$ cat src/hdl/rtcep_pkg.sv
`default_nettype none

package rtcep_pkg;

  localparam int HMS_W  = 17;   // seconds within a day, up to 86400
  localparam int DAYS_W = 18;   // signed day count since the base year

  localparam logic CMD_FULL  = 1'b0;
  localparam logic CMD_QUERY = 1'b1;

  localparam logic [31:0] DAY_SECONDS = 32'd86400;

  // Work item passed from the front end to the back end
  typedef struct packed {
    logic              cmd;
    logic [HMS_W-1:0]  hms;
    logic [4:0]        day;
    logic [DAYS_W-1:0] days;
  } rtcep_item_t;

  // floor((month + 1) * 30.6) for months from March on; January and
  // February hold their direct offset (the leap rule does not touch them).
  function automatic logic [9:0] month_base(input logic [3:0] month_index);
    logic [9:0] base;
    case (month_index)
      4'd0:    base = 10'd0;
      4'd1:    base = 10'd31;
      4'd2:    base = 10'd122;
      4'd3:    base = 10'd153;
      4'd4:    base = 10'd183;
      4'd5:    base = 10'd214;
      4'd6:    base = 10'd244;
      4'd7:    base = 10'd275;
      4'd8:    base = 10'd306;
      4'd9:    base = 10'd336;
      4'd10:   base = 10'd367;
      4'd11:   base = 10'd397;
      4'd12:   base = 10'd428;
      4'd13:   base = 10'd459;
      4'd14:   base = 10'd489;
      4'd15:   base = 10'd520;
      default: base = 10'd0;
    endcase
    return base;
  endfunction

endpackage

`default_nettype wire

$ cat src/hdl/rtcep_front.sv
`default_nettype none

module rtcep_front import rtcep_pkg::*; #(
  parameter int BASE_YEAR = 70
) (
  input  wire logic              clk,
  input  wire logic              rst,
  input  wire logic              item_valid,
  output logic                   item_stall,
  input  wire logic              cmd,
  input  wire logic [5:0]        second,
  input  wire logic [5:0]        minute,
  input  wire logic [4:0]        hour,
  input  wire logic [4:0]        day_of_month,
  input  wire logic [3:0]        month_index,
  input  wire logic [7:0]        year_since_1900,
  output logic                   push,
  output rtcep_item_t            push_item,
  input  wire logic              queue_ready
);

  localparam int LEAP_YEAR  = 1899 + BASE_YEAR;
  localparam int LEAP_BASE  = LEAP_YEAR / 4 - LEAP_YEAR / 100 + LEAP_YEAR / 400;
  localparam logic [7:0]        BASE_Y8   = 8'(BASE_YEAR);
  localparam logic [DAYS_W-1:0] LEAP_B18  = DAYS_W'(LEAP_BASE);

  localparam logic [1:0] F_IDLE = 2'd0;
  localparam logic [1:0] F_CALC = 2'd1;
  localparam logic [1:0] F_SUM  = 2'd2;
  localparam logic [1:0] F_PUSH = 2'd3;

  logic [1:0] state;

  logic       r_cmd;
  logic [5:0] r_sec;
  logic [5:0] r_min;
  logic [4:0] r_hr;
  logic [4:0] r_day;
  logic [3:0] r_mon;
  logic [7:0] r_yr;

  logic [9:0]        moff;
  logic [DAYS_W-1:0] ydays;
  logic [HMS_W-1:0]  hms;
  logic [DAYS_W-1:0] days;

  logic              leap;
  logic [9:0]        base;
  logic [9:0]        moff_next;
  logic [11:0]       full_m1;
  logic [4:0]        cent;
  logic [2:0]        quad;
  logic [9:0]        leaps_yr;
  logic [7:0]        nyears;
  logic [DAYS_W-1:0] ydays_next;
  logic [HMS_W-1:0]  hms_next;

  assign item_stall = (state != F_IDLE);

  // Gregorian rule on 1900 + year; only 1900, 2000 and 2100 are centuries here
  assign leap = (r_yr[1:0] == 2'b00) && (r_yr != 8'd0) && (r_yr != 8'd200);

  always_comb begin
    base = month_base(r_mon);
    if (r_mon < 4'd2) begin
      moff_next = base;
    end else begin
      moff_next = base - 10'd63 + 10'(leap);
    end
  end

  // leap years in 1..(1899 + year)
  always_comb begin
    full_m1 = 12'd1899 + 12'(r_yr);
    if (r_yr == 8'd0) begin
      cent = 5'd18;
    end else if (r_yr <= 8'd100) begin
      cent = 5'd19;
    end else if (r_yr <= 8'd200) begin
      cent = 5'd20;
    end else begin
      cent = 5'd21;
    end
    quad     = (r_yr <= 8'd100) ? 3'd4 : 3'd5;
    leaps_yr = 10'(full_m1 >> 2) - 10'(cent) + 10'(quad);
    nyears   = r_yr - BASE_Y8;
    if (r_yr > BASE_Y8) begin
      ydays_next = DAYS_W'(nyears) * DAYS_W'(365) + DAYS_W'(leaps_yr) - LEAP_B18;
    end else begin
      ydays_next = '0;
    end
  end

  assign hms_next = HMS_W'(r_sec) + HMS_W'(r_min) * HMS_W'(60) + HMS_W'(r_hr) * HMS_W'(3600);

  always_ff @(posedge clk) begin
    if (rst) begin
      state <= F_IDLE;
    end else begin
      case (state)
        F_IDLE: begin
          if (item_valid) state <= F_CALC;
        end
        F_CALC: state <= F_SUM;
        F_SUM:  state <= F_PUSH;
        F_PUSH: begin
          if (queue_ready) state <= F_IDLE;
        end
        default: state <= F_IDLE;
      endcase
    end
  end

  always_ff @(posedge clk) begin
    if (state == F_IDLE && item_valid) begin
      r_cmd <= cmd;
      r_sec <= second;
      r_min <= minute;
      r_hr  <= hour;
      r_day <= day_of_month;
      r_mon <= month_index;
      r_yr  <= year_since_1900;
    end
    if (state == F_CALC) begin
      moff  <= moff_next;
      ydays <= ydays_next;
      hms   <= hms_next;
    end
    // day of month zero wraps to minus one, as in the modular sum
    if (state == F_SUM) begin
      days <= DAYS_W'(r_day) - DAYS_W'(1) + DAYS_W'(moff) + ydays;
    end
  end

  assign push           = (state == F_PUSH) && queue_ready;
  assign push_item.cmd  = r_cmd;
  assign push_item.hms  = hms;
  assign push_item.day  = r_day;
  assign push_item.days = days;

endmodule

`default_nettype wire

$ cat src/hdl/rtcep_queue.sv
`default_nettype none

module rtcep_queue import rtcep_pkg::*; (
  input  wire logic        clk,
  input  wire logic        rst,
  input  wire logic        push,
  input  rtcep_item_t      push_item,
  output logic             ready,
  output logic             valid,
  input  wire logic        pop,
  output rtcep_item_t      head
);

  rtcep_item_t mem [2];
  logic        wr_ptr;
  logic        rd_ptr;
  logic [1:0]  count;

  assign ready = (count != 2'd2);
  assign valid = (count != 2'd0);
  assign head  = mem[rd_ptr];

  always_ff @(posedge clk) begin
    if (rst) begin
      wr_ptr <= 1'b0;
      rd_ptr <= 1'b0;
      count  <= 2'd0;
    end else begin
      if (push) wr_ptr <= ~wr_ptr;
      if (pop)  rd_ptr <= ~rd_ptr;
      case ({push, pop})
        2'b10:   count <= count + 2'd1;
        2'b01:   count <= count - 2'd1;
        default: count <= count;
      endcase
    end
  end

  always_ff @(posedge clk) begin
    if (push) mem[wr_ptr] <= push_item;
  end

endmodule

`default_nettype wire

$ cat src/hdl/rtcep_back.sv
`default_nettype none

module rtcep_back import rtcep_pkg::*; (
  input  wire logic        clk,
  input  wire logic        rst,
  input  wire logic        epoch_offset_we,
  input  wire logic [17:0] epoch_offset,
  input  wire logic        queue_valid,
  input  rtcep_item_t      queue_head,
  output logic             pop,
  output logic             result_valid,
  input  wire logic        result_stall,
  output logic [31:0]      epoch_seconds
);

  localparam logic [1:0] B_IDLE = 2'd0;
  localparam logic [1:0] B_MUL  = 2'd1;
  localparam logic [1:0] B_SUM  = 2'd2;
  localparam logic [1:0] B_OUT  = 2'd3;

  logic [1:0]       state;
  logic [17:0]      offset;
  rtcep_item_t      cur;
  logic             full;
  logic [31:0]      prod;
  logic [31:0]      res;

  logic [31:0]      kept_seconds;
  logic [HMS_W-1:0] kept_hms;
  logic [4:0]       kept_day;

  logic [31:0]      res_next;
  logic [31:0]      days_ext;
  logic [31:0]      off_ext;
  logic             load_out;

  assign pop      = (state == B_IDLE) && queue_valid;
  assign days_ext = {{(32 - DAYS_W){cur.days[DAYS_W-1]}}, cur.days};
  assign off_ext  = {{14{offset[17]}}, offset};
  assign load_out = (state == B_OUT) && (!result_valid || !result_stall);

  always_comb begin
    if (full) begin
      res_next = 32'(cur.hms) + prod + off_ext;
    end else begin
      // same day: move the kept time by the change in time of day
      res_next = kept_seconds + 32'(cur.hms) - 32'(kept_hms);
    end
  end

  always_ff @(posedge clk) begin
    if (rst) begin
      state        <= B_IDLE;
      offset       <= '0;
      kept_seconds <= '0;
      kept_hms     <= '0;
      kept_day     <= '0;
      result_valid <= 1'b0;
    end else begin
      if (epoch_offset_we) offset <= epoch_offset;
      case (state)
        B_IDLE: begin
          if (queue_valid) state <= B_MUL;
        end
        B_MUL: state <= B_SUM;
        B_SUM: begin
          kept_seconds <= res_next;
          kept_hms     <= cur.hms;
          if (full) kept_day <= cur.day;
          state <= B_OUT;
        end
        B_OUT: begin
          if (load_out) state <= B_IDLE;
        end
        default: state <= B_IDLE;
      endcase
      if (load_out) begin
        result_valid <= 1'b1;
      end else if (!result_stall) begin
        result_valid <= 1'b0;
      end
    end
  end

  always_ff @(posedge clk) begin
    if (pop) cur <= queue_head;
    if (state == B_MUL) begin
      prod <= days_ext * DAY_SECONDS;
      full <= (cur.cmd == CMD_FULL) || (kept_seconds == 32'd0) || (kept_day != cur.day);
    end
    if (state == B_SUM) res <= res_next;
    if (load_out) epoch_seconds <= res;
  end

endmodule

`default_nettype wire

$ cat src/hdl/rtc_fields_to_epoch_seconds.sv
// Converts real-time-clock readings to seconds since the start of the
// base year (1900 + BASE_YEAR), modulo 2^32.
//
// Input channel: item_valid / item_stall with cmd and the clock fields.
// cmd = 0 always does a full calendar conversion; cmd = 1 does one only if
// the kept time is zero or the day of month changed, and otherwise moves
// the kept time by the change in hour, minute and second.
// Output channel: result_valid / result_stall with epoch_seconds, one
// result per item, in order.
// epoch_offset_we writes epoch_offset (signed seconds added to full
// conversions); write it only while no item is in flight.
//
// The front end registers each item through capture, calendar terms, day
// sum and queue write, and takes no new item until it has written the last
// one to the queue; the back end works on one item at a time through pop,
// day-to-seconds multiply, final add and output load. A two-entry queue
// sits between the two.
// Reset clears the kept time, the offset and the queue. While result_stall
// is high the result holds, the queue fills and then item_stall rises.
`default_nettype none

module rtc_fields_to_epoch_seconds import rtcep_pkg::*; #(
  parameter int BASE_YEAR = 70
) (
  input  wire logic        clk,
  input  wire logic        rst,
  input  wire logic        epoch_offset_we,
  input  wire logic [17:0] epoch_offset,
  input  wire logic        item_valid,
  output logic             item_stall,
  input  wire logic        cmd,
  input  wire logic [5:0]  second,
  input  wire logic [5:0]  minute,
  input  wire logic [4:0]  hour,
  input  wire logic [4:0]  day_of_month,
  input  wire logic [3:0]  month_index,
  input  wire logic [7:0]  year_since_1900,
  output logic             result_valid,
  input  wire logic        result_stall,
  output logic [31:0]      epoch_seconds
);

  logic        push;
  rtcep_item_t push_item;
  logic        queue_ready;
  logic        queue_valid;
  logic        pop;
  rtcep_item_t queue_head;

  rtcep_front #(
    .BASE_YEAR(BASE_YEAR)
  ) u_front (
    .clk            (clk),
    .rst            (rst),
    .item_valid     (item_valid),
    .item_stall     (item_stall),
    .cmd            (cmd),
    .second         (second),
    .minute         (minute),
    .hour           (hour),
    .day_of_month   (day_of_month),
    .month_index    (month_index),
    .year_since_1900(year_since_1900),
    .push           (push),
    .push_item      (push_item),
    .queue_ready    (queue_ready)
  );

  rtcep_queue u_queue (
    .clk      (clk),
    .rst      (rst),
    .push     (push),
    .push_item(push_item),
    .ready    (queue_ready),
    .valid    (queue_valid),
    .pop      (pop),
    .head     (queue_head)
  );

  rtcep_back u_back (
    .clk            (clk),
    .rst            (rst),
    .epoch_offset_we(epoch_offset_we),
    .epoch_offset   (epoch_offset),
    .queue_valid    (queue_valid),
    .queue_head     (queue_head),
    .pop            (pop),
    .result_valid   (result_valid),
    .result_stall   (result_stall),
    .epoch_seconds  (epoch_seconds)
  );

endmodule

`default_nettype wire

$ cat config.mk
export PLATFORM = sky130hd
export DESIGN_NAME = rtc_fields_to_epoch_seconds
export DESIGN_NICKNAME = d
export VERILOG_FILES = /design/src/hdl/rtcep_pkg.sv /design/src/hdl/rtcep_front.sv /design/src/hdl/rtcep_queue.sv /design/src/hdl/rtcep_back.sv /design/src/hdl/rtc_fields_to_epoch_seconds.sv
export SDC_FILE = /design/constraint.sdc
export NUM_CORES = 1
export LEC_CHECK = 0
export BUFFER_PORTS_ARGS = -buffer_cell sky130_fd_sc_hd__buf_2
export CORE_UTILIZATION = 50
export CTS_CLUSTER_SIZE = 40
export DETAILED_ROUTE_END_ITERATION = 8
export PLACE_DENSITY = 0.66
export SETUP_SLACK_MARGIN = 0.05
export SYNTH_ARGS = -nofsm -noshare
export SYNTH_HDL_FRONTEND = slang
export SYNTH_SLANG_ARGS = --single-unit
$ cat constraint.sdc
create_clock -name clk -period 8 [get_ports clk]
set_input_delay 0.4 -clock clk [delete_from_list [all_inputs] [get_ports clk]]
set_output_delay 0.4 -clock clk [all_outputs]
set_load 0.03 [all_outputs]
Word-level counts from Yosys, hierarchy flattened
Memory sizes are Yosys's and may differ from the RTL's. A register that Yosys moved wholly into a read port is not among the register bits.
Index checks and enable logic that the tools add are counted.
- register bits: 269
- RAM bits: 82
- bits in read-only memories: 160
- bits of input ports: 58
- output and inout port bits: 34
- word-level logic and storage cells: 114
- memories kept: 2
- memory list (name ; words ; width ; read ports ; clocked after Yosys merged registers in ; wr ports ; line ; text):
    (name not given) ; 16 ; 10 ; 1 ; 1 ; 0 ; rtcep_pkg.sv:25 ; case (month_index)
    u_queue.mem ; 2 ; 41 ; 1 ; 1 ; 1 ; rtcep_queue.sv:14 ; rtcep_item_t mem [2];
- add/sub/neg operators: 19
- $mul: 4
- order comparisons: 4
- eq/ne operators: 16
- multiplexer cells: 18
- bitwise gates (word level): 3
- reduce and logical (&&, ||, !) cells: 23
- operator list (kind ; number):
    adder 17 x 32 -> 32 bit ; 1
    adder 32 x 17 -> 32 bit ; 1
    adder 32 bit ; 1
    logical NOT 32 bit ; 1
    multiplier 32 x 10 -> 25 bit (second input constant) ; 1
    two-way mux 32 bit ; 1
    subtractor 32 x 17 -> 32 bit ; 1
    adder 17 x 10 -> 18 bit ; 1
    adder 18 x 10 -> 18 bit ; 1
    adder 18 bit ; 1
    subtractor 18 x 9 -> 18 bit (second input constant) ; 1
    adder 17 bit ; 1
    multiplier 8 x 9 -> 17 bit (second input constant) ; 1
    case mux 2 bit (4 select lines) ; 2
    adder 6 x 12 -> 13 bit ; 1
    multiplier 5 x 8 -> 13 bit (second input constant) ; 1
    adder 11 x 8 -> 12 bit (first input constant) ; 1
    adder 10 x 1 -> 10 bit ; 1
    adder 10 x 3 -> 10 bit ; 1
    == test 2 bit (second input constant) ; 5
    multiplier 6 x 4 -> 10 bit (second input constant) ; 1
    two-way mux 10 bit ; 1
    two-way mux 5 bit ; 2
    subtractor 10 x 5 -> 10 bit ; 1
    27 further kinds ; 57

Logic depth before layout (Yosys ltp)
- word-level depth: 8
- gate-level depth with buffers: 36
- gate-level depth less buffers: 36

Modules after synthesis
From an unflattened synthesis, not the netlist that was laid out.
- cell total of the unflattened synthesis: 2454
- area, all modules: 27298.7 um^2
- modules (own cells, without submodules) (module ; times used ; cells each ; area an instance (um^2) ; sequential area each (um^2)):
    rtcep_back ; 1 ; 1392 ; 14395.1 ; 5435.2
    rtcep_front ; 1 ; 912 ; 9740.6 ; 3183.1
    rtcep_queue ; 1 ; 150 ; 3163.0 ; 2562.5

Worst setup path after synthesis
OpenSTA, ideal clock, no wires.
- path type: register -> register
- start: reg u_front.r_yr[1]
- end: reg u_front.ydays[16] (data pin)
- setup time: 0.270 ns
- arrival: 6.837 ns
- data required time: 7.730 ns
- setup slack: 0.893 ns
- stages on the path, launching flop included: 35
- buffers on the path: 0
- clock period less this slack: 7.107 ns
- cells stage by stage: edfxtp_1 -> inv_1 -> ha_1 -> o21ai_0 -> a31o_2 -> a21oi_1 -> ha_1 -> inv_1 -> ha_1 -> inv_1 -> fa_1 -> nor2b_1 -> o21ai_0 -> nand2b_1 -> and2_1 -> o21ai_0 -> o21bai_1 -> a21oi_1 -> xnor2_1 -> ha_1 -> inv_1 -> fa_1 -> inv_1 -> fa_1 -> fa_1 -> inv_1 -> fa_1 -> inv_1 -> ha_1 -> or2_2 -> a21oi_1 -> a31oi_1 -> a31o_2 -> nand3_1 -> or3b_2
- cells in the longest elaborated chain, start to end: 8
- elaborated cells on any way between the ends: 15
- those cells by class: 6 x add/sub; 1 x mul; 3 x order compare; 4 x mux; 1 x reduce/logical
- RTL lines (element ; line ; text):
    from (decl) ; rtcep_front.sv:40 ; logic [7:0] r_yr;
    from (signal assigned) ; rtcep_front.sv:122 ; r_yr <= year_since_1900;
    <= comparator 8 bit ; rtcep_front.sv:79 ; end else if (r_yr <= 8'd200) begin
    two-way mux 1 bit ; rtcep_front.sv:79 ;
    two-way mux 5 bit ; rtcep_front.sv:77 ; end else if (r_yr <= 8'd100) begin
    two-way mux 5 bit ; rtcep_front.sv:75 ; if (r_yr == 8'd0) begin
    subtractor 10 x 5 -> 10 bit ; rtcep_front.sv:85 ; leaps_yr = 10'(full_m1 >> 2) - 10'(cent) + 10'(quad);
    adder 10 x 3 -> 10 bit ; rtcep_front.sv:85 ;
    adder 17 x 10 -> 18 bit ; rtcep_front.sv:88 ; ydays_next = DAYS_W'(nyears) * DAYS_W'(365) + DAYS_W'(leaps_yr) - LEAP_B18;
    subtractor 18 x 9 -> 18 bit ; rtcep_front.sv:88 ;
    to (signal assigned) ; rtcep_front.sv:126 ; ydays <= ydays_next;
    to (decl) ; rtcep_front.sv:43 ; logic [DAYS_W-1:0] ydays;
Several ways; a longest one is shown, not always the timed one.
A chain may end at the register's enable or synchronous reset.

Worst setup path in the final report
Same ends and word-level chain as after synthesis.

==> results.ini <==
[global_routing]
grt_pass1_vias=17400
antenna_found_initial=0
overflow=0
grt_use_total_pct=19.3
grt_max_degree=72
grt_first_pass_wirelength_um=84700

[logic_synthesis]
synth_common_cells=inv_1, ha_1, edfxtp_1, nor2_1, a21oi_1
synthMostInstantiatedCell=inv_1
avgSynthCellArea_um2=11.2
yosysWarnings=0
yosys_register_bits=402
synth_nets=2918
ys_top_cells_by_area=edfxtp_1, ha_1, fa_1
yosysSeqAreaShare_pct=41.4
synthArstFlopShare_pct=0
synth_cell_types=83
syn_area_um2=26900
syn_inst=2406
synth-edff-count=311
yosys.area.top_type=edfxtp_1
synth_top_area_share_pct=34.7
synth_ff_type=edfxtp_1

[cts]
cts-root-buf=clkbuf_16
clock_sinks=402
cts_buffer_depth=3
cts_tree=built
htreeDepth=2
path_clk_slew_ps=60
clock_latency_ps=590
numCtsBuffers=46

[critical_path]
critPathSlowestCell=fa_1
r2r_start=u_front.r_yr[1]$_DFFE_PP_
cp.arrival_ps=7880
crit_path_max_fanout=5
crit_top_cell=inv_1
r2r_end=u_front.ydays[16]$_SDFFCE_PP0N_
cp.required_ps=8330
slowest_delay_ps=530
crit_start=u_front.r_yr[1]$_DFFE_PP_
startpoint_type=flop
crit_path_end=u_front.ydays[16]$_SDFFCE_PP0N_
rrSetupSlack_ps=450
reg2regPathDepth=33
critical_path_class=flop to flop
setup.worst_path.end_class=flop

[sta]
holdWs_ps=61.2
post-route-min-period_ps=7550
slew_headroom_pct=20.3
skew_ps=13.1
finalWorstSetupSlack_ps=450
rsz0062_at_grt=no
worst_pin_slew_ps=1190
setup_viol=0
fin_setup_tns_ps=0
finalCritPeriodShare_pct=94.4
hold_viol_final=0
maxSlewViolCount=0
max_freq_ghz=0.132

[drt]
viasPerCell=5.22
dr_total_vias=17100
drcViolationCount=5
drt_wl_total_um=51700
avgRoutedWirePerCell_um=15.8
drt_iter0_markers=694
drtAntennaViolNets=0
firstDrtPassIters=7

[place]
io_buffers=91
post-place-ws_ps=199
dpl.hpwl_um=39300
gp_congestion=0.854

[floorplanning]
die_h_um=234
io_pins=92
fp.dieW_um=234
rows=84
initial_utilization_pct=51.0
coreArea_um2=52900
fp.dieArea_um2=54800

[min_path]
hold_path.class=primary input to flop
min_from=epoch_offset[17]

[layout]
post-route-util_pct=57.1
areaGrowthSynthToFinish_pct=12.1
fin_nets=3067
num_antenna_cells=0
drive_gt1_share_pct=11.0

[run_status]
violations=design-rule violations
outcome=finished with violations

[flow_run]
cap_violations=0

## worst max-delay path: cells and delay by family, from the launching register on
family	cells	cell delay, ps
AO/OA/AOI/OAI	11	1690
AND/OR/NAND/NOR	4	830
flip-flops	1	470
buffers and inverters	7	500
adder cells (fa/ha/maj)	10	3660
XOR/XNOR	1	140
## how the worst min path moves through the flow
stage | depth (start not counted) | to | slack, ps
after floorplan | 0 | u_back.epoch_seconds[0]$_DFFE_PP_ | 400
after global placement | 0 | u_back.epoch_seconds[27]$_DFFE_PP_ | 400
after detailed placement | 0 | u_back.epoch_seconds[25]$_DFFE_PP_ | 400
after CTS | 3 | u_back.offset[17]$_SDFFE_PP0P_ | 40
after global routing | 3 | u_back.offset[17]$_SDFFE_PP0P_ | 60
final | 3 | u_back.offset[17]$_SDFFE_PP0P_ | 60
## stage by stage
stage	std cells	instance area, um^2
after global placement	3150	28200
after floorplan	2406	26900
after CTS	3269	30100
final	3279	30200
after global routing	3279	30200
after detailed placement	3150	28200
## layout by cell type (no fill, tap or decap), types with 10 or more instances in the layout
cell type      count
a21o_1            45
fa_1             128
nand2_1          110
o21ai_0           62
nand2b_1          21
inv_1            377
mux2_2            47
dlygate4sd3_1     35
nand3_1           27
a31oi_1           10
dfxtp_1           90
a21oi_1          135
and3_1            13
nor2_1           143
xor2_1            56
xnor2_1          122
clkbuf_1          11
o21bai_1          30
nor3_1            32
ha_1             324
edfxtp_1         311
or3_1             11
clkbuf_16         46
a211oi_1          10
nor2b_1           16
mux2i_1           59
buf_4             20
o21a_1            16
buf_2             91
## registers in the layout (all words and copies together) (netlist names), 18 cells and up
register	flops
u_queue.mem	82
u_back.offset	18
u_front.ydays	18
u_front.days	18
u_back.kept_seconds	32
u_back.prod	25
u_back.epoch_seconds	32
u_back.cur	41
u_back.res	32
## timing repair
item	in CTS	in global routing
setup buffers	0	10
hold endpoints to repair	35	0
endpoints found under the setup margin	0	5
gates resized for setup	0	5
hold buffers	35	0
## layer usage
| metal | up-vias | track usage, % | wire length [um] |
|---|---|---|---|
| met1 | 8147 | 23.7 | 22600 |
| li1 | 8600 | - | - |
| met4 | 0 | 5.70 | 1230 |
| met3 | 75 | 3.14 | 1960 |
| met5 | - | 0 | 0 |
| met2 | 290 | 34.7 | 25900 |
## cells by family after synthesis
kind of cell	synth area share, %
compound gates	10.1
mux	4.30
buf+inv	6.13
flops	41.4
fa+ha+maj	24.6
xor+xnor	5.79
simple gates	7.65
## cell type report
| class | instances | area, um^2 |
|---|---|---|
| fillers | 4368 | 22700 |
| multi-input cells | 1581 | 14200 |
| flip-flops and latches | 402 | 11200 |
| inverters | 378 | 1420 |
| clock buffers | 59 | 1220 |
| repair buffers | 146 | 956 |
| well taps | 688 | 861 |
| clock inverters | 25 | 392 |
Power is left out: the tool's default activity adds up to more than one toggle a clock period on the data nets, which glitch-free logic cannot reach.
